===== src/rtl/rpt_pkg.sv =====
package rpt_pkg;

  // fixed field widths
  localparam int OFF_W       = 16;
  localparam int CNT_W       = 16;
  localparam int COUNT_LIMIT = 65535;
  localparam int MAX_RESULTS = 6;

  // bound accumulation stops once accum + digit reaches this
  localparam logic [CNT_W:0]   NUM_LIMIT = (CNT_W+1)'(COUNT_LIMIT / 10);
  localparam logic [CNT_W-1:0] REP_INF   = CNT_W'(COUNT_LIMIT);

  typedef enum logic [4:0] {
    KIND_INVALID       = 5'd0,
    KIND_ASSERT_END    = 5'd1,
    KIND_ASSERT_START  = 5'd2,
    KIND_ANY           = 5'd3,
    KIND_CAPTURE       = 5'd4,
    KIND_SET           = 5'd5,
    KIND_SET_NOT       = 5'd6,
    KIND_CLOSE         = 5'd7,
    KIND_END           = 5'd8,
    KIND_GREEDY        = 5'd9,
    KIND_GROUP         = 5'd10,
    KIND_LAZY          = 5'd11,
    KIND_LITERAL       = 5'd12,
    KIND_LOOKAHEAD     = 5'd13,
    KIND_LOOKAHEAD_NOT = 5'd14,
    KIND_OR            = 5'd15,
    KIND_REPORT        = 5'd16
  } rpt_kind_t;

  typedef enum logic [2:0] {
    ERR_NONE       = 3'd0,
    ERR_RBRACKET   = 3'd1,
    ERR_NUMBER     = 3'd2,
    ERR_REPEAT     = 3'd3,
    ERR_RBRACE     = 3'd4,
    ERR_GROUPING   = 3'd5,
    ERR_CHAR       = 3'd6
  } rpt_err_t;

  typedef struct packed {
    rpt_kind_t        token_kind;
    logic [OFF_W-1:0] start_offset;
    logic [OFF_W-1:0] end_offset;
    logic [CNT_W-1:0] repeat_min;
    logic [CNT_W-1:0] repeat_max;
    rpt_err_t         fault_code;
    logic             last_of_run;
  } rpt_result_t;

  typedef struct packed {
    rpt_result_t [MAX_RESULTS-1:0] item;
    logic [2:0]                    count;
  } rpt_batch_t;

  localparam logic [15:0] CH_BANG   = 16'h0021;
  localparam logic [15:0] CH_DOLLAR = 16'h0024;
  localparam logic [15:0] CH_LPAREN = 16'h0028;
  localparam logic [15:0] CH_RPAREN = 16'h0029;
  localparam logic [15:0] CH_STAR   = 16'h002A;
  localparam logic [15:0] CH_PLUS   = 16'h002B;
  localparam logic [15:0] CH_COMMA  = 16'h002C;
  localparam logic [15:0] CH_DOT    = 16'h002E;
  localparam logic [15:0] CH_SLASH  = 16'h002F;
  localparam logic [15:0] CH_ZERO   = 16'h0030;
  localparam logic [15:0] CH_NINE   = 16'h0039;
  localparam logic [15:0] CH_COLON  = 16'h003A;
  localparam logic [15:0] CH_EQ     = 16'h003D;
  localparam logic [15:0] CH_QUES   = 16'h003F;
  localparam logic [15:0] CH_LBRACK = 16'h005B;
  localparam logic [15:0] CH_BSLASH = 16'h005C;
  localparam logic [15:0] CH_RBRACK = 16'h005D;
  localparam logic [15:0] CH_CARET  = 16'h005E;
  localparam logic [15:0] CH_LBRACE = 16'h007B;
  localparam logic [15:0] CH_BAR    = 16'h007C;
  localparam logic [15:0] CH_RBRACE = 16'h007D;

endpackage


===== src/rtl/rpt_lexer.sv =====
module rpt_lexer (
  input  logic                clk,
  input  logic                rst_n,
  input  logic                load,
  input  logic [15:0]         code_unit,
  input  logic                is_last,
  output rpt_pkg::rpt_batch_t batch
);
  import rpt_pkg::*;

  typedef enum logic [3:0] {
    MODE_IDLE,
    MODE_STAR,
    MODE_PLUS,
    MODE_QUES,
    MODE_PAREN,
    MODE_PAREN_Q,
    MODE_ESC,
    MODE_SET_START,
    MODE_SET_BODY,
    MODE_SET_ESC,
    MODE_REP_MIN,
    MODE_REP_MAX,
    MODE_REP_CLOSED
  } mode_t;

  typedef struct packed {
    mode_t            mode;
    logic [OFF_W-1:0] token_start;
    logic [OFF_W-1:0] position;
    logic [CNT_W-1:0] number_accum;
    logic [CNT_W-1:0] held_min;
    logic             digit_seen;
    logic             set_negated;
    logic             at_pattern_start;
  } state_t;

  localparam state_t ST_IDLE = '{
    mode:             MODE_IDLE,
    token_start:      '0,
    position:         '0,
    number_accum:     '0,
    held_min:         '0,
    digit_seen:       1'b0,
    set_negated:      1'b0,
    at_pattern_start: 1'b1
  };

  function automatic rpt_result_t mk(rpt_kind_t k, logic [OFF_W-1:0] s, logic [OFF_W-1:0] e,
                                     logic [CNT_W-1:0] mn, logic [CNT_W-1:0] mx,
                                     rpt_err_t er);
    rpt_result_t r;
    r.token_kind   = k;
    r.start_offset = s;
    r.end_offset   = e;
    r.repeat_min   = mn;
    r.repeat_max   = mx;
    r.fault_code   = er;
    r.last_of_run  = 1'b0;
    return r;
  endfunction

  function automatic logic [CNT_W-1:0] qmin(mode_t m);
    return (m == MODE_PLUS) ? CNT_W'(1) : '0;
  endfunction

  function automatic logic [CNT_W-1:0] qmax(mode_t m);
    return (m == MODE_QUES) ? CNT_W'(1) : REP_INF;
  endfunction

  state_t           state_r;
  state_t           state_nxt;
  logic [OFF_W-1:0] pos;
  logic [OFF_W-1:0] ts;
  logic [OFF_W-1:0] pos_p1;
  logic             is_digit;
  logic [CNT_W:0]   acc_sum;
  logic             overflow;
  logic [CNT_W-1:0] acc_step;
  rpt_result_t      slot [MAX_RESULTS];
  logic [MAX_RESULTS-1:0] slot_v;
  logic             fall;
  logic             restart;
  logic [2:0]       cnt;

  assign pos      = state_r.position;
  assign ts       = state_r.token_start;
  assign pos_p1   = pos + 1'b1;
  assign is_digit = (code_unit >= CH_ZERO) && (code_unit <= CH_NINE);
  assign acc_sum  = {1'b0, state_r.number_accum} + (CNT_W+1)'(code_unit[3:0]);
  assign overflow = acc_sum >= NUM_LIMIT;
  // accum stays below the limit, so times ten still fits
  assign acc_step = (state_r.number_accum << 3) + (state_r.number_accum << 1)
                    + CNT_W'(code_unit[3:0]);

  always_comb begin
    state_nxt          = state_r;
    state_nxt.position = pos_p1;
    fall               = 1'b0;
    restart            = 1'b0;
    slot_v             = '0;
    for (int i = 0; i < MAX_RESULTS; i++) begin
      slot[i] = '0;
    end

    // pending construct from the previous word
    unique case (state_r.mode)
      MODE_STAR, MODE_PLUS, MODE_QUES: begin
        slot_v[0]      = 1'b1;
        state_nxt.mode = MODE_IDLE;
        if (code_unit == CH_QUES) begin
          slot[0] = mk(KIND_LAZY, ts, pos_p1, qmin(state_r.mode), qmax(state_r.mode), ERR_NONE);
        end else begin
          slot[0] = mk(KIND_GREEDY, ts, pos, qmin(state_r.mode), qmax(state_r.mode), ERR_NONE);
          fall    = 1'b1;
        end
      end
      MODE_PAREN: begin
        if (code_unit == CH_QUES) begin
          state_nxt.mode = MODE_PAREN_Q;
        end else begin
          slot[0]   = mk(KIND_CAPTURE, ts, pos, '0, '0, ERR_NONE);
          slot_v[0] = 1'b1;
          fall      = 1'b1;
        end
      end
      MODE_PAREN_Q: begin
        state_nxt.mode = MODE_IDLE;
        slot_v[0]      = 1'b1;
        if (code_unit == CH_COLON) begin
          slot[0] = mk(KIND_GROUP, ts, pos_p1, '0, '0, ERR_NONE);
        end else if (code_unit == CH_EQ) begin
          slot[0] = mk(KIND_LOOKAHEAD, ts, pos_p1, '0, '0, ERR_NONE);
        end else if (code_unit == CH_BANG) begin
          slot[0] = mk(KIND_LOOKAHEAD_NOT, ts, pos_p1, '0, '0, ERR_NONE);
        end else begin
          slot[0]   = mk(KIND_REPORT, ts, pos, '0, '0, ERR_GROUPING);
          slot[1]   = mk(KIND_GROUP, ts, pos, '0, '0, ERR_NONE);
          slot_v[1] = 1'b1;
          fall      = 1'b1;
        end
      end
      MODE_ESC: begin
        slot[0]        = mk(KIND_LITERAL, ts, pos_p1, '0, '0, ERR_NONE);
        slot_v[0]      = 1'b1;
        state_nxt.mode = MODE_IDLE;
      end
      MODE_SET_START, MODE_SET_BODY: begin
        if (state_r.mode == MODE_SET_START && code_unit == CH_CARET) begin
          state_nxt.set_negated = 1'b1;
          state_nxt.mode        = MODE_SET_BODY;
        end else if (code_unit == CH_RBRACK) begin
          slot[0]        = mk(state_r.set_negated ? KIND_SET_NOT : KIND_SET, ts, pos_p1,
                              '0, '0, ERR_NONE);
          slot_v[0]      = 1'b1;
          state_nxt.mode = MODE_IDLE;
        end else if (code_unit == CH_BSLASH) begin
          state_nxt.mode = MODE_SET_ESC;
        end else begin
          state_nxt.mode = MODE_SET_BODY;
        end
      end
      MODE_SET_ESC: begin
        state_nxt.mode = MODE_SET_BODY;
      end
      MODE_REP_MIN, MODE_REP_MAX: begin
        if (is_digit) begin
          state_nxt.digit_seen = 1'b1;
          if (overflow) begin
            slot[0]   = mk(KIND_REPORT, ts, pos_p1, '0, '0, ERR_NUMBER);
            slot_v[0] = 1'b1;
          end else begin
            state_nxt.number_accum = acc_step;
          end
        end else begin
          if (!state_r.digit_seen) begin
            slot[0]   = mk(KIND_REPORT, ts, pos, '0, '0, ERR_NUMBER);
            slot_v[0] = 1'b1;
          end
          if (code_unit == CH_RBRACE) begin
            if (state_r.mode == MODE_REP_MIN) begin
              state_nxt.held_min = state_r.number_accum;
            end
            state_nxt.mode = MODE_REP_CLOSED;
          end else if (state_r.mode == MODE_REP_MIN && code_unit == CH_COMMA) begin
            state_nxt.held_min     = state_r.number_accum;
            state_nxt.number_accum = '0;
            state_nxt.digit_seen   = 1'b0;
            state_nxt.mode         = MODE_REP_MAX;
          end else begin
            slot[1]        = mk(KIND_INVALID, ts, pos, '0, '0,
                                (state_r.mode == MODE_REP_MIN) ? ERR_REPEAT : ERR_RBRACE);
            slot_v[1]      = 1'b1;
            state_nxt.mode = MODE_IDLE;
            fall           = 1'b1;
          end
        end
      end
      MODE_REP_CLOSED: begin
        state_nxt.mode = MODE_IDLE;
        slot_v[0]      = 1'b1;
        if (code_unit == CH_QUES) begin
          slot[0] = mk(KIND_LAZY, ts, pos_p1, state_r.held_min, state_r.number_accum, ERR_NONE);
        end else begin
          slot[0] = mk(KIND_GREEDY, ts, pos, state_r.held_min, state_r.number_accum, ERR_NONE);
          fall    = 1'b1;
        end
      end
      default: begin
        fall = 1'b1;
      end
    endcase

    // word opens a new token
    if (fall) begin
      state_nxt.mode             = MODE_IDLE;
      state_nxt.token_start      = pos;
      state_nxt.at_pattern_start = 1'b0;
      unique case (code_unit)
        CH_DOLLAR: begin
          slot[2]   = mk(is_last ? KIND_ASSERT_END : KIND_LITERAL, pos, pos_p1, '0, '0, ERR_NONE);
          slot_v[2] = 1'b1;
        end
        CH_STAR:  state_nxt.mode = MODE_STAR;
        CH_PLUS:  state_nxt.mode = MODE_PLUS;
        CH_QUES:  state_nxt.mode = MODE_QUES;
        CH_DOT: begin
          slot[2]   = mk(KIND_ANY, pos, pos_p1, '0, '0, ERR_NONE);
          slot_v[2] = 1'b1;
        end
        CH_SLASH: begin
          slot[2]   = mk(KIND_END, pos, pos_p1, '0, '0, ERR_NONE);
          slot_v[2] = 1'b1;
          restart   = 1'b1;
        end
        CH_LPAREN: state_nxt.mode = MODE_PAREN;
        CH_RPAREN: begin
          slot[2]   = mk(KIND_CLOSE, pos, pos_p1, '0, '0, ERR_NONE);
          slot_v[2] = 1'b1;
        end
        CH_LBRACK: begin
          state_nxt.mode        = MODE_SET_START;
          state_nxt.set_negated = 1'b0;
        end
        CH_LBRACE: begin
          state_nxt.mode         = MODE_REP_MIN;
          state_nxt.number_accum = '0;
          state_nxt.held_min     = '0;
          state_nxt.digit_seen   = 1'b0;
        end
        CH_CARET: begin
          slot[2]   = mk(state_r.at_pattern_start ? KIND_ASSERT_START : KIND_LITERAL,
                         pos, pos_p1, '0, '0, ERR_NONE);
          slot_v[2] = 1'b1;
        end
        CH_BAR: begin
          slot[2]   = mk(KIND_OR, pos, pos_p1, '0, '0, ERR_NONE);
          slot_v[2] = 1'b1;
        end
        CH_BSLASH: state_nxt.mode = MODE_ESC;
        default: begin
          slot[2]   = mk(KIND_LITERAL, pos, pos_p1, '0, '0, ERR_NONE);
          slot_v[2] = 1'b1;
        end
      endcase
    end

    // end of pattern: close whatever is open, then end token
    if (is_last && !restart) begin
      unique case (state_nxt.mode)
        MODE_STAR, MODE_PLUS, MODE_QUES: begin
          slot[3]   = mk(KIND_GREEDY, state_nxt.token_start, pos_p1, qmin(state_nxt.mode),
                         qmax(state_nxt.mode), ERR_NONE);
          slot_v[3] = 1'b1;
        end
        MODE_PAREN: begin
          slot[3]   = mk(KIND_CAPTURE, state_nxt.token_start, pos_p1, '0, '0, ERR_NONE);
          slot_v[3] = 1'b1;
        end
        MODE_PAREN_Q: begin
          slot[3]   = mk(KIND_REPORT, state_nxt.token_start, pos_p1, '0, '0, ERR_GROUPING);
          slot[4]   = mk(KIND_GROUP, state_nxt.token_start, pos_p1, '0, '0, ERR_NONE);
          slot_v[4:3] = 2'b11;
        end
        MODE_ESC: begin
          slot[3]   = mk(KIND_REPORT, state_nxt.token_start, pos_p1, '0, '0, ERR_CHAR);
          slot[4]   = mk(KIND_LITERAL, state_nxt.token_start, pos_p1, '0, '0, ERR_NONE);
          slot_v[4:3] = 2'b11;
        end
        MODE_SET_START, MODE_SET_BODY, MODE_SET_ESC: begin
          slot[3]   = mk(KIND_REPORT, state_nxt.token_start, pos_p1, '0, '0, ERR_RBRACKET);
          slot[4]   = mk(state_nxt.set_negated ? KIND_SET_NOT : KIND_SET,
                         state_nxt.token_start, pos_p1, '0, '0, ERR_NONE);
          slot_v[4:3] = 2'b11;
        end
        MODE_REP_MIN, MODE_REP_MAX: begin
          slot[3]   = mk(KIND_REPORT, state_nxt.token_start, pos_p1, '0, '0, ERR_NUMBER);
          slot_v[3] = !state_nxt.digit_seen;
          slot[4]   = mk(KIND_INVALID, state_nxt.token_start, pos_p1, '0, '0,
                         (state_nxt.mode == MODE_REP_MIN) ? ERR_REPEAT : ERR_RBRACE);
          slot_v[4] = 1'b1;
        end
        MODE_REP_CLOSED: begin
          slot[3]   = mk(KIND_GREEDY, state_nxt.token_start, pos_p1, state_nxt.held_min,
                         state_nxt.number_accum, ERR_NONE);
          slot_v[3] = 1'b1;
        end
        default: begin
          slot_v[3] = 1'b0;
        end
      endcase
      slot[5]   = mk(KIND_END, pos_p1, pos_p1, '0, '0, ERR_NONE);
      slot_v[5] = 1'b1;
      restart   = 1'b1;
    end

    if (restart) begin
      state_nxt = ST_IDLE;
    end

    // pack the used slots in order
    batch = '0;
    cnt   = '0;
    for (int i = 0; i < MAX_RESULTS; i++) begin
      if (slot_v[i]) begin
        batch.item[cnt] = slot[i];
        cnt             = cnt + 3'd1;
      end
    end
    if (cnt != 3'd0) begin
      batch.item[cnt - 3'd1].last_of_run = 1'b1;
    end
    batch.count = cnt;
  end

  always_ff @(posedge clk) begin
    if (!rst_n) begin
      state_r <= ST_IDLE;
    end else if (load) begin
      state_r <= state_nxt;
    end
  end

endmodule


===== src/rtl/rpt_result_buf.sv =====
module rpt_result_buf (
  input  logic                 clk,
  input  logic                 rst_n,
  input  logic                 load,
  input  rpt_pkg::rpt_batch_t  batch,
  input  logic                 out_ready,
  output logic                 free,
  output logic                 out_valid,
  output rpt_pkg::rpt_result_t out_item
);
  import rpt_pkg::*;

  rpt_result_t item_r [MAX_RESULTS];
  logic [2:0]  cnt_r;
  logic        pop;

  assign out_valid = cnt_r != 3'd0;
  assign out_item  = item_r[0];
  assign pop       = out_valid && out_ready;
  // room for a new batch once the last waiting word leaves
  assign free      = (cnt_r == 3'd0) || (cnt_r == 3'd1 && out_ready);

  always_ff @(posedge clk) begin
    if (!rst_n) begin
      cnt_r <= '0;
    end else if (load) begin
      cnt_r <= batch.count;
    end else if (pop) begin
      cnt_r <= cnt_r - 3'd1;
    end
  end

  always_ff @(posedge clk) begin
    if (load) begin
      for (int i = 0; i < MAX_RESULTS; i++) begin
        item_r[i] <= batch.item[i];
      end
    end else if (pop) begin
      for (int i = 0; i < MAX_RESULTS - 1; i++) begin
        item_r[i] <= item_r[i+1];
      end
    end
  end

endmodule


===== src/rtl/regex_pattern_tokenizer_top.sv =====
// path: input register, then lexer into the result buffer register that drives out_*
// throughput: one input word per cycle while each word yields at most one result and
//   out_tready is high; a word that yields more results holds the input while the
//   result buffer drains one word per cycle that out_tready is high
// reset: synchronous active-low rst_n clears the input stage, the result buffer
//   and the scan state to idle at pattern start

module regex_pattern_tokenizer_top (
  input  logic        clk,
  input  logic        rst_n,
  input  logic        in_tvalid,
  output logic        in_tready,
  input  logic [15:0] in_tdata,   // [15:0] code_unit
  input  logic        in_tlast,   // is_last
  output logic        out_tvalid,
  input  logic        out_tready,
  output logic [71:0] out_tdata,  // start_offset, end_offset, repeat_min, repeat_max,
                                  // fault_code, zero fill
  output logic [4:0]  out_tuser,  // token_kind
  output logic        out_tlast   // last_of_run
);
  import rpt_pkg::*;

  logic        in_vld_r;
  logic [15:0] in_char_r;
  logic        in_last_r;
  logic        load;
  logic        buf_free;
  rpt_batch_t  batch;
  rpt_result_t out_item;

  assign load      = in_vld_r && buf_free;
  assign in_tready = !in_vld_r || load;

  always_ff @(posedge clk) begin
    if (!rst_n) begin
      in_vld_r <= 1'b0;
    end else if (in_tvalid && in_tready) begin
      in_vld_r <= 1'b1;
    end else if (load) begin
      in_vld_r <= 1'b0;
    end
  end

  always_ff @(posedge clk) begin
    if (in_tvalid && in_tready) begin
      in_char_r <= in_tdata;
      in_last_r <= in_tlast;
    end
  end

  rpt_lexer u_lexer (
    .clk       (clk),
    .rst_n     (rst_n),
    .load      (load),
    .code_unit (in_char_r),
    .is_last   (in_last_r),
    .batch     (batch)
  );

  rpt_result_buf u_result_buf (
    .clk       (clk),
    .rst_n     (rst_n),
    .load      (load),
    .batch     (batch),
    .out_ready (out_tready),
    .free      (buf_free),
    .out_valid (out_tvalid),
    .out_item  (out_item)
  );

  assign out_tdata = {5'b0, out_item.fault_code, out_item.repeat_max, out_item.repeat_min,
                      out_item.end_offset, out_item.start_offset};
  assign out_tuser = out_item.token_kind;
  assign out_tlast = out_item.last_of_run;

endmodule


===== config.mk =====
export PLATFORM = sky130hd
export DESIGN_NAME = regex_pattern_tokenizer_top
export DESIGN_NICKNAME = d
export VERILOG_FILES = /design/src/rtl/rpt_pkg.sv /design/src/rtl/rpt_lexer.sv /design/src/rtl/rpt_result_buf.sv /design/src/rtl/regex_pattern_tokenizer_top.sv
export SDC_FILE = /design/constraint.sdc
export NUM_CORES = 1
export LEC_CHECK = 0
export BUFFER_PORTS_ARGS = -buffer_cell sky130_fd_sc_hd__buf_2
export CELL_PAD_IN_SITES_DETAIL_PLACEMENT = 1
export CELL_PAD_IN_SITES_GLOBAL_PLACEMENT = 2
export CORE_ASPECT_RATIO = 1.5
export CORE_MARGIN = 4
export CORE_UTILIZATION = 41
export DETAILED_ROUTE_END_ITERATION = 7
export PLACE_DENSITY_LB_ADDON = 0.1
export SYNTH_ARGS = -nofsm -noshare
export SYNTH_HDL_FRONTEND = slang
export SYNTH_SLANG_ARGS = --single-unit

===== constraint.sdc =====
create_clock -name clk -period 13.45 [get_ports clk]
set_input_delay 2.69 -clock clk [delete_from_list [all_inputs] [get_ports clk]]
set_output_delay 2.69 -clock clk [all_outputs]
set_load 0.02 [all_outputs]

After elaboration in Yosys (flattened, before gate mapping) --
Memories as Yosys holds them, arrays and structs flattened. Cells that the tools add are included.
Storage, ports and cells: flip-flop bits (word level) 92, bits in writable memories 438, bits of input ports 21, output and inout port bits 80, logic and storage cells 254, memories 1
Cells by class: $add $sub $neg 11, magnitude comparators 15, equality and inequality tests 44, multiplexer cells 128, bitwise operators 5, reductions and logical operators 38
Memory list:
- u_result_buf.item_r | words 6, bits a word 73, rd ports 6, clocked after memory_dff 0, write ports 6, RTL line rpt_result_buf.sv:13 | rpt_result_t item_r [MAX_RESULTS];
Operator list (number):
- 438-bit bitwise mux | 6
- 438-bit two-way mux | 6
- 73-bit two-way mux | 24
- 73-bit case mux with 7 select lines | 3
- 73-bit demux with 3-bit select | 6
- 73-bit case mux with 4 select lines | 1
- 219-bit two-way mux | 1
- 16-bit by 6-bit equality test with 1-bit output (second input constant) | 12
- 73-bit case mux with 2 select lines | 1
- 71-bit two-way mux | 2
- 70-bit two-way mux | 2
- 16-bit two-way mux | 8
- 16-bit by 7-bit equality test with 1-bit output (second input constant) | 7
- 33-bit two-way mux | 3
- 72-bit two-way mux | 1
- 68-bit two-way mux | 1
- 4-bit equality test (second input constant) | 10
- 1-bit two-way mux | 35
- 35-bit two-way mux | 1
- 4-bit by 3-bit equality test with 1-bit output (second input constant) | 8
- 4-bit two-way mux | 8
- 3-bit two-way mux | 10
- 4-bit case mux with 7 select lines | 1
- 3-bit by 4-bit < comparator with 1-bit output (second input constant) | 5
- other kinds (36) | 79

Logic depth before layout (Yosys ltp) --
Gate-level depths: netlist (run 1).
word-level depth 24, gate-level depth with buffers 30, mapped depth without buffers 28

Cells and area by module --
From an unflattened synthesis (run 1), not the netlist that was laid out.
Unflattened totals: cells, all modules 2824, area, all modules 32050.7 µm²
Modules (own cells, without submodules):
- rpt_result_buf | instances 1, cells each 873, area each 19068.3 µm², sequential area each 13212.7 µm²
- rpt_lexer | instances 1, cells each 1922, area each 12365.6 µm², sequential area each 1421.4 µm²
- regex_pattern_tokenizer_top | instances 1, cells each 29, area each 616.8 µm², sequential area each 530.5 µm²

Worst setup path before layout (run 1) --
Ideal clock, no wire load.
kind in2reg, start point input out_tready, end point memory u_result_buf.item_r[0][0] in the netlist's numbering (enable), library setup time 2.704 ns, data arrival time 9.293 ns, required time 10.746 ns, setup slack 1.453 ns, stages on the path 5, buffers on the path 1, path through a21oi_1 nor2_1 nand2_1 clkbuf_1 nand2_1
RTL lines:
- start: declaration | RTL line regex_pattern_tokenizer_top.sv:16 | input logic out_tready,
- end: declaration | RTL line rpt_result_buf.sv:13

==> impl_metrics.env, run 1 <==
export IMPL_outcome="finished clean"
export IMPL_via_per_inst=6.30
export IMPL_vias=23990
export IMPL_dp_hpwl_um=78200
export IMPL_syn_cell_area_sq_um=29000
export IMPL_track_usage_pct=29.1
export IMPL_fin_ws_ps=4450
export IMPL_first_pass_iters=7
export IMPL_post_cts_setup_buffers=0
export IMPL_relSlewSlack_pct=13.1
export IMPL_layout_common_cells="edfxtp_1, nand2_1, o21ai_0"
export IMPL_cts_resized=0
export IMPL_wl_per_cell_um=29.7
export IMPL_r2r_start="in_char_r[0]$_DFFE_PP_"
export IMPL_min_period_ps=9000
export IMPL_die_y_um=334
export IMPL_cp_data_required_time_ps=13810
export IMPL_place_gp_congestion=0.909
export IMPL_clockRootBuffer="clkbuf_16"
export IMPL_cp_max_fo=23
export IMPL_critPathLaunch="in_char_r[0]$_DFFE_PP_"
export IMPL_clockBufferDepth=3
export IMPL_clock_skew_ps=37.2
export IMPL_holdWs_ps=516
export IMPL_clk_pin_slew_worst_paths_ps=70
export IMPL_drive_gt1_share_pct=10.5
export IMPL_cp_endpoint="u_result_buf.item_r[0][109]$_DFFE_PP_"
export IMPL_synth_seq_cells=530
export IMPL_synth_area_leaders="edfxtp_1, dfxtp_1, nand2_1"
export IMPL_dieArea_sq_um=75300
export IMPL_initialDrtViolationCount=1789
export IMPL_clock_sinks=530
export IMPL_mostFrequentLayoutCell="edfxtp_1"
export IMPL_powerDensity_nw_per_um2=187
export IMPL_postSynthAreaPerCell_sq_um=9.99
export IMPL_finalSetupTns_ps=0
export IMPL_antenna_cells=0
export IMPL_antenna_found_initial=0
export IMPL_rsz0062_at_grt="no"
export IMPL_clkLatencyLatePin_ps=640
export IMPL_fin_util_pct=44.9
export IMPL_ant_nets=0
export IMPL_drcViolationCount=0
export IMPL_critPathKind="flop to flop"
export IMPL_htreeDepth=2
export IMPL_startpoint_type="flop"
export IMPL_reg2reg_depth=24
export IMPL_r2r_slack_ps=4450
export IMPL_ys_seq_area_share_pct=52.2
export IMPL_overflow=0
export IMPL_routed_wl_um=113000
export IMPL_slew_viol_final=0
export IMPL_p_leak_uw=0.0106
export IMPL_maxCapViolations=0
export IMPL_finalHoldViolations=0
export IMPL_die_w_um=225
export IMPL_postCtsHoldBufs=0
export IMPL_critPathCaptureType="flop"
export IMPL_synthArstFlopShare_pct=0
export IMPL_synth_top_area_share_pct=47.0
export IMPL_nNetsFinal=2924
export IMPL_syn2layout_area_growth_pct=8.71
export IMPL_fp_row_count=119
export IMPL_grt_pass1_wl_um=164000
export IMPL_irDropWorstVdd_mv=0.220
export IMPL_grt_max_degree=190
export IMPL_grt_pass1_vias=24828
export IMPL_finalCritPeriodShare_pct=66.9
export IMPL_netlist_instances=2908
export IMPL_cts_tree="built"
export IMPL_hold_class="flop to flop"
export IMPL_clock_fmax_mhz=111
export IMPL_max_slew_worst_pin_slew_ps=1300
export IMPL_yosys_cell_types_count=103
export IMPL_pre_cts_slack_ps=4630
export IMPL_ys_flop_type="edfxtp_1"
export IMPL_worstPathArrival_ps=9360
export IMPL_start_util_pct=41.3
export IMPL_synth_top_area_cell="edfxtp_1"
export IMPL_boundaryPins=101
export IMPL_yosysWarnings=0
export IMPL_setup_viol=0
export IMPL_numCtsBuffers=55
export IMPL_coreArea_sq_um=70300
export IMPL_r2r_end="u_result_buf.item_r[0][109]$_DFFE_PP_"
export IMPL_synth_edf_count=455
export IMPL_port_buffers=95
## sequential cells by signal, summed over array words and instances, names as in the netlist
name and cells:
u_lexer.pos 16, u_lexer.state_r 39, in_char_r 16, in_vld_r 1, u_result_buf.item_r 438, u_result_buf.cnt_r 3, u_lexer.ts 16, in_last_r 1
## worst max-delay path: stages (launching register included)
cell and delay, ps:
edfxtp_1 710, ha_1 280, inv_1 60, fa_1 400, nand2b_1 200, a21oi_1 410
nor4_1 130, a221oi_1 220, o21ai_0 180, a2111o_1 520, a211o_1 520, inv_1 170
fa_1 660, inv_1 480, ha_1 560, inv_1 150, nand4_1 150, a211oi_1 100
a32oi_2 340, nand2b_1 540, nand2_1 750, nor3_2 810, nor2_1 110, a31oi_1 180
a21oi_1 80
## cells in the mapped netlist (6+ instances only)
library cell	instances
a21boi_0	7
nor2b_1	66
mux2i_1	16
buf_4	80
buf_1	7
nor3_1	49
nand2b_1	10
nand2_1	388
o221ai_1	21
and3_1	22
buf_2	23
nor2_1	208
a21o_1	12
a32oi_1	9
a221oi_1	41
a221o_1	16
a21oi_1	178
buf_6	8
inv_1	37
o211ai_1	12
o21ai_0	235
dfxtp_1	75
or2_2	6
o21a_1	25
xor2_1	15
nand3_1	56
edfxtp_1	455
and2_1	64
o31ai_1	35
nor4_1	8
clkbuf_1	179
xnor2_1	33
o22ai_1	38
nand4b_1	6
a22o_1	92
nand4_1	11
a22oi_1	75
or3_1	8
a211oi_1	12
o21ai_1	56
ha_1	42
a31oi_1	44
## stage by stage
step	total power (uW)	instance area [sq um]	instances
6_report	5920	31600	3810
4_1_cts	5970	31600	3810
2_1_floorplan	4200	29200	2945
5_1_grt	6180	31600	3810
3_5_place_dp	4440	29800	3707
3_3_place_gp	4380	29800	3707
## layout make-up
cell class,count,area (sq um)
Tap cell,907,1130
Clock buffer,76,1500
Sequential cell,530,15200
Multi-Input combinational cell,2076,12400
Fill cell,7817,38700
Clock inverter,27,236
Timing Repair Buffer,154,956
Inverter,40,153
## cells by family after synthesis
group                    after synthesis  synth area share [%]
buffers and inverters                339                  5.73
flip-flops                           530                  52.2
AO/OA/AOI/OAI                        973                  22.2
other                                  1                0.0129
multiplexers                          18                 0.668
adder cells (fa/ha/maj)               46                  2.08
AND/OR/NAND/NOR                      951                  15.5
XOR/XNOR                              50                  1.56
## power by group
part	leakage, uW	internal, uW	total [uW]	switching [uW]
sequential	0.00506	2700	2920	220
clock	0.000846	838	1520	683
combinational	0.00473	362	1470	1110
total	0.0106	3900	5920	2020
## worst min path at each step
stage | startpoint | endpoint | slack (ps) | depth (start not counted)
6_report | u_result_buf.item_r[0][379]$_DFFE_PP_ | u_result_buf.item_r[0][306]$_DFFE_PP_ | 520 | 1
5_1_grt | u_result_buf.item_r[0][222]$_DFFE_PP_ | u_result_buf.item_r[0][149]$_DFFE_PP_ | 550 | 2
4_1_cts | u_result_buf.item_r[0][379]$_DFFE_PP_ | u_result_buf.item_r[0][306]$_DFFE_PP_ | 520 | 1
3_5_place_dp | u_result_buf.item_r[0][379]$_DFFE_PP_ | u_result_buf.item_r[0][306]$_DFFE_PP_ | 510 | 1
3_3_place_gp | u_result_buf.item_r[0][222]$_DFFE_PP_ | u_result_buf.item_r[0][149]$_DFFE_PP_ | 500 | 2
2_1_floorplan | u_lexer.state_r[0]$_SDFFE_PN1P_ | u_lexer.state_r[0]$_SDFFE_PN1P_ | 470 | 2
## metal layers
| metal | part of all wire [%] | routed length [um] | track usage, % | vias up |
|---|---|---|---|---|
| met5 | 0 | 0 | 0 | - |
| li1 | - | - | - | 10705 |
| met3 | 3.9 | 4430 | 3.13 | 291 |
| met1 | 37 | 41500 | 32.1 | 12240 |
| met2 | 52 | 58700 | 53.1 | 754 |
| met4 | 7.4 | 8420 | 17.9 | 0 |
Note: power is estimated with default switching activity, not from simulation.
==> run 2: changes to the inputs <==
--- a/config.mk
+++ b/config.mk
@@ -5,12 +5,13 @@
 export SDC_FILE = /design/constraint.sdc
 export NUM_CORES = 1
 export LEC_CHECK = 0
+export ABC_AREA = 1
 export BUFFER_PORTS_ARGS = -buffer_cell sky130_fd_sc_hd__buf_2
 export CELL_PAD_IN_SITES_DETAIL_PLACEMENT = 1
 export CELL_PAD_IN_SITES_GLOBAL_PLACEMENT = 2
 export CORE_ASPECT_RATIO = 1.5
 export CORE_MARGIN = 4
-export CORE_UTILIZATION = 41
+export CORE_UTILIZATION = 38
 export DETAILED_ROUTE_END_ITERATION = 7
 export PLACE_DENSITY_LB_ADDON = 0.1
 export SYNTH_ARGS = -nofsm -noshare
==> constraint.sdc (replaced) <==
create_clock -name clk -period 9.15 [get_ports clk]
set_input_delay 1.83 -clock clk [delete_from_list [all_inputs] [get_ports clk]]
set_output_delay 1.83 -clock clk [all_outputs]
set_load 0.02 [all_outputs]
==> run 2 against run 1 <==
Global-route usage increased by 1.4 points. Flip-flop and latch count is the same. Die area is 24% higher. Via count is 33% higher. Clock skew up 18 ps. Fmax grew 12%.
==> impl_metrics.env, run 2 <==
export IMPL_outcome="finished clean"
export IMPL_finalCritPeriodShare_pct=87.5
export IMPL_finalPower_uw=9310
export IMPL_grtUsageMet3_pct=3.62
export IMPL_grt_pass1_wl_um=215000
export IMPL_dp_hpwl_um=101000
export IMPL_clockRootBuffer="clkbuf_16"
export IMPL_maxCapViolations=0
export IMPL_clockBufferDepth=3
export IMPL_synth_area_leaders="edfxtp_1, nand2_1, nor2_1"
export IMPL_fin_area_sq_um=36500
export IMPL_synthTopCellsByCount="nand2_1, nor2_1, edfxtp_1, inv_1, nand3_1"
export IMPL_mostFrequentLayoutCell="nand2_1"
export IMPL_timing_critical_path_mode_cell="nand2_1"
export IMPL_cp_endpoint="u_result_buf.item_r[0][70]$_DFFE_PP_"
export IMPL_postSynthAreaPerCell_sq_um=7.47
export IMPL_slew_viol_final=0
export IMPL_overflow=0
export IMPL_synthArstFlopShare_pct=0
export IMPL_syn_cell_area_sq_um=33600
export IMPL_r2r_slack_ps=1140
export IMPL_synthMostInstantiatedCell="nand2_1"
export IMPL_r2r_start="u_lexer.state_r[19]$_SDFFE_PN0P_"
export IMPL_start_util_pct=38.3
export IMPL_powerDensity_nw_per_um2=255
export IMPL_largest_register="u_result_buf.item_r"
export IMPL_clock_sinks=530
export IMPL_max_slew_worst_pin_slew_ps=1230
export IMPL_worstPathArrival_ps=8450
export IMPL_wl_per_cell_um=25.9
export IMPL_yosys_cell_types_count=59
export IMPL_track_usage_pct=30.4
export IMPL_crit_buf_inv=7
export IMPL_synth_seq_cells=530
export IMPL_htreeDepth=2
export IMPL_numCtsBuffers=56
export IMPL_cts_resized=0
export IMPL_nFillCells=10824
export IMPL_nNetsFinal=4478
export IMPL_final_cells=5605
export IMPL_ant_nets=0
export IMPL_grt_busiest_layer="met2"
export IMPL_netlist_instances=4496
export IMPL_die_w_um=251
export IMPL_startpoint_type="flop"
export IMPL_largest_register_ffs=438
export IMPL_relSlewSlack_pct=18.1
export IMPL_coreArea_sq_um=87700
export IMPL_synth_edf_count=455
export IMPL_yosysWarnings=0
export IMPL_rsz0062_at_grt="no"
export IMPL_first_pass_iters=5
export IMPL_fp_row_count=133
export IMPL_clock_skew_ps=55.0
export IMPL_cp_depth=34
export IMPL_drive_gt1_share_pct=8.34
export IMPL_irDropWorstVdd_mv=0.415
export IMPL_grt_met2_usage_pct=56.6
export IMPL_clk_pin_slew_worst_paths_ps=70
export IMPL_clock_fmax_mhz=125
export IMPL_ys_seq_area_share_pct=45.1
export IMPL_synth_top_area_share_pct=40.7
export IMPL_ys_flop_type="edfxtp_1"
export IMPL_setup_viol=0
export IMPL_placed_cell_area_sq_um=34600
export IMPL_slowest_delay_ps=850
export IMPL_port_buffers=95
export IMPL_antenna_cells=0
export IMPL_die_y_um=372
export IMPL_grt_max_degree=134
export IMPL_crit_family="simple AND/OR/NAND/NOR gates"
export IMPL_cp_slowest_cell="nand4_4"
export IMPL_cp_max_fo=36
export IMPL_grt_pass1_vias=33448
export IMPL_routed_wl_um=145000
export IMPL_r2r_end="u_result_buf.item_r[0][70]$_DFFE_PP_"
export IMPL_finalSetupTns_ps=0
export IMPL_top_regs="u_result_buf.item_r (438), u_lexer.state_r (39)"
export IMPL_reg2reg_depth=34
export IMPL_vias=31886
export IMPL_post_cts_setup_buffers=0
export IMPL_synth_top_area_cell="edfxtp_1"
export IMPL_place_gp_congestion=0.942
export IMPL_dp_cells=5500
export IMPL_finalHoldViolations=0
export IMPL_cts_tree="built"
export IMPL_boundaryPins=101
export IMPL_postCtsHoldBufs=0
export IMPL_critPathKind="flop to flop"
export IMPL_p_leak_uw=0.0142
export IMPL_cp_data_required_time_ps=9590
export IMPL_initialDrtViolationCount=2114
export IMPL_critPathCaptureType="flop"
export IMPL_hold_class="flop to flop"
export IMPL_met1_usage_pct=33.5
export IMPL_antenna_found_initial=1
export IMPL_syn2layout_area_growth_pct=8.65
export IMPL_dieArea_sq_um=93400
export IMPL_via_per_inst=5.69
export IMPL_drcViolationCount=0
export IMPL_clkLatencyLatePin_ps=680
export IMPL_critPathLaunch="u_lexer.state_r[19]$_SDFFE_PN0P_"
export IMPL_layout_common_cells="nand2_1, nor2_1, edfxtp_1"
export IMPL_min_period_ps=8010
[run 2: how the worst min path moves through the flow]
stage / start / end / slack (ps) / cells past startpoint
3_3_place_gp: u_lexer.state_r[10]$_SDFFE_PN0P_ / u_lexer.state_r[10]$_SDFFE_PN0P_ / 490 / 2
3_5_place_dp: u_lexer.state_r[11]$_SDFFE_PN0P_ / u_lexer.state_r[11]$_SDFFE_PN0P_ / 500 / 2
5_1_grt: u_result_buf.item_r[0][154]$_DFFE_PP_ / u_result_buf.item_r[0][81]$_DFFE_PP_ / 520 / 2
6_report: u_lexer.state_r[15]$_SDFFE_PN0P_ / u_lexer.state_r[15]$_SDFFE_PN0P_ / 510 / 2
2_1_floorplan: u_lexer.state_r[0]$_SDFFE_PN1P_ / u_lexer.state_r[0]$_SDFFE_PN1P_ / 470 / 2
4_1_cts: u_result_buf.item_r[0][154]$_DFFE_PP_ / u_result_buf.item_r[0][81]$_DFFE_PP_ / 510 / 2
[run 2: kinds of logic (layout without fill, tap and decap cells)]
logic type / count (synthesis) / count (layout) / synth area share [%]
AND/OR/NAND/NOR: 2320 / 2320 / 29.1
AO/OA/AOI/OAI: 818 / 818 / 13.8
buffers and inverters: 757 / 682 / 9.62
flip-flops: 530 / 530 / 45.1
adder cells (fa/ha/maj): 46 / 46 / 1.80
XOR/XNOR: 23 / 23 / 0.599
other: 1 / 38 / 0.0112
multiplexers: 1 / 1 / 0.0335
[run 2: worst min-delay path, delay by kind of cell (launching register included)]
family / cells / cell delay, ps
AO/OA/AOI/OAI: 1 / 80
flip-flops: 1 / 330
AND/OR/NAND/NOR: 1 / 80
[run 2: report_power, final]
part | leakage, uW | internal, uW | total, uW | switching, uW
combinational | 0.00827 | 513 | 2580 | 2070
clock | 0.000889 | 1290 | 2370 | 1080
sequential | 0.00505 | 4060 | 4350 | 291
total | 0.0142 | 5860 | 9310 | 3450
[run 2: final cells by class]
cell class              instances  area, sq um  share of cell area (%)
clock inverters                33          339                   0.929
repair buffers                172         1080                    2.95
inverters                     405         1530                    4.18
flip-flops and latches        530        15200                    41.5
multi-input cells            3246        15400                    42.3
well taps                    1147         1440                    3.93
clock buffers                  72         1540                    4.22
[run 2: layer usage]
metal | routed length (um) | part of all wire, %
met3 | 5830 | 4.0
met5 | 0 | 0
met1 | 54400 | 37
met4 | 9830 | 6.8
met2 | 75300 | 52
[run 2: metrics by stage]
stage          utilization, %  worst slack [ps]  hold slack (ps)
2_1_floorplan               -              1890              469
3_3_place_gp             39.5              1300              489
3_5_place_dp             39.5              1140              505
4_1_cts                  41.6              1160              515
5_1_grt                  41.6               655              524
6_report                 41.6              1140              514
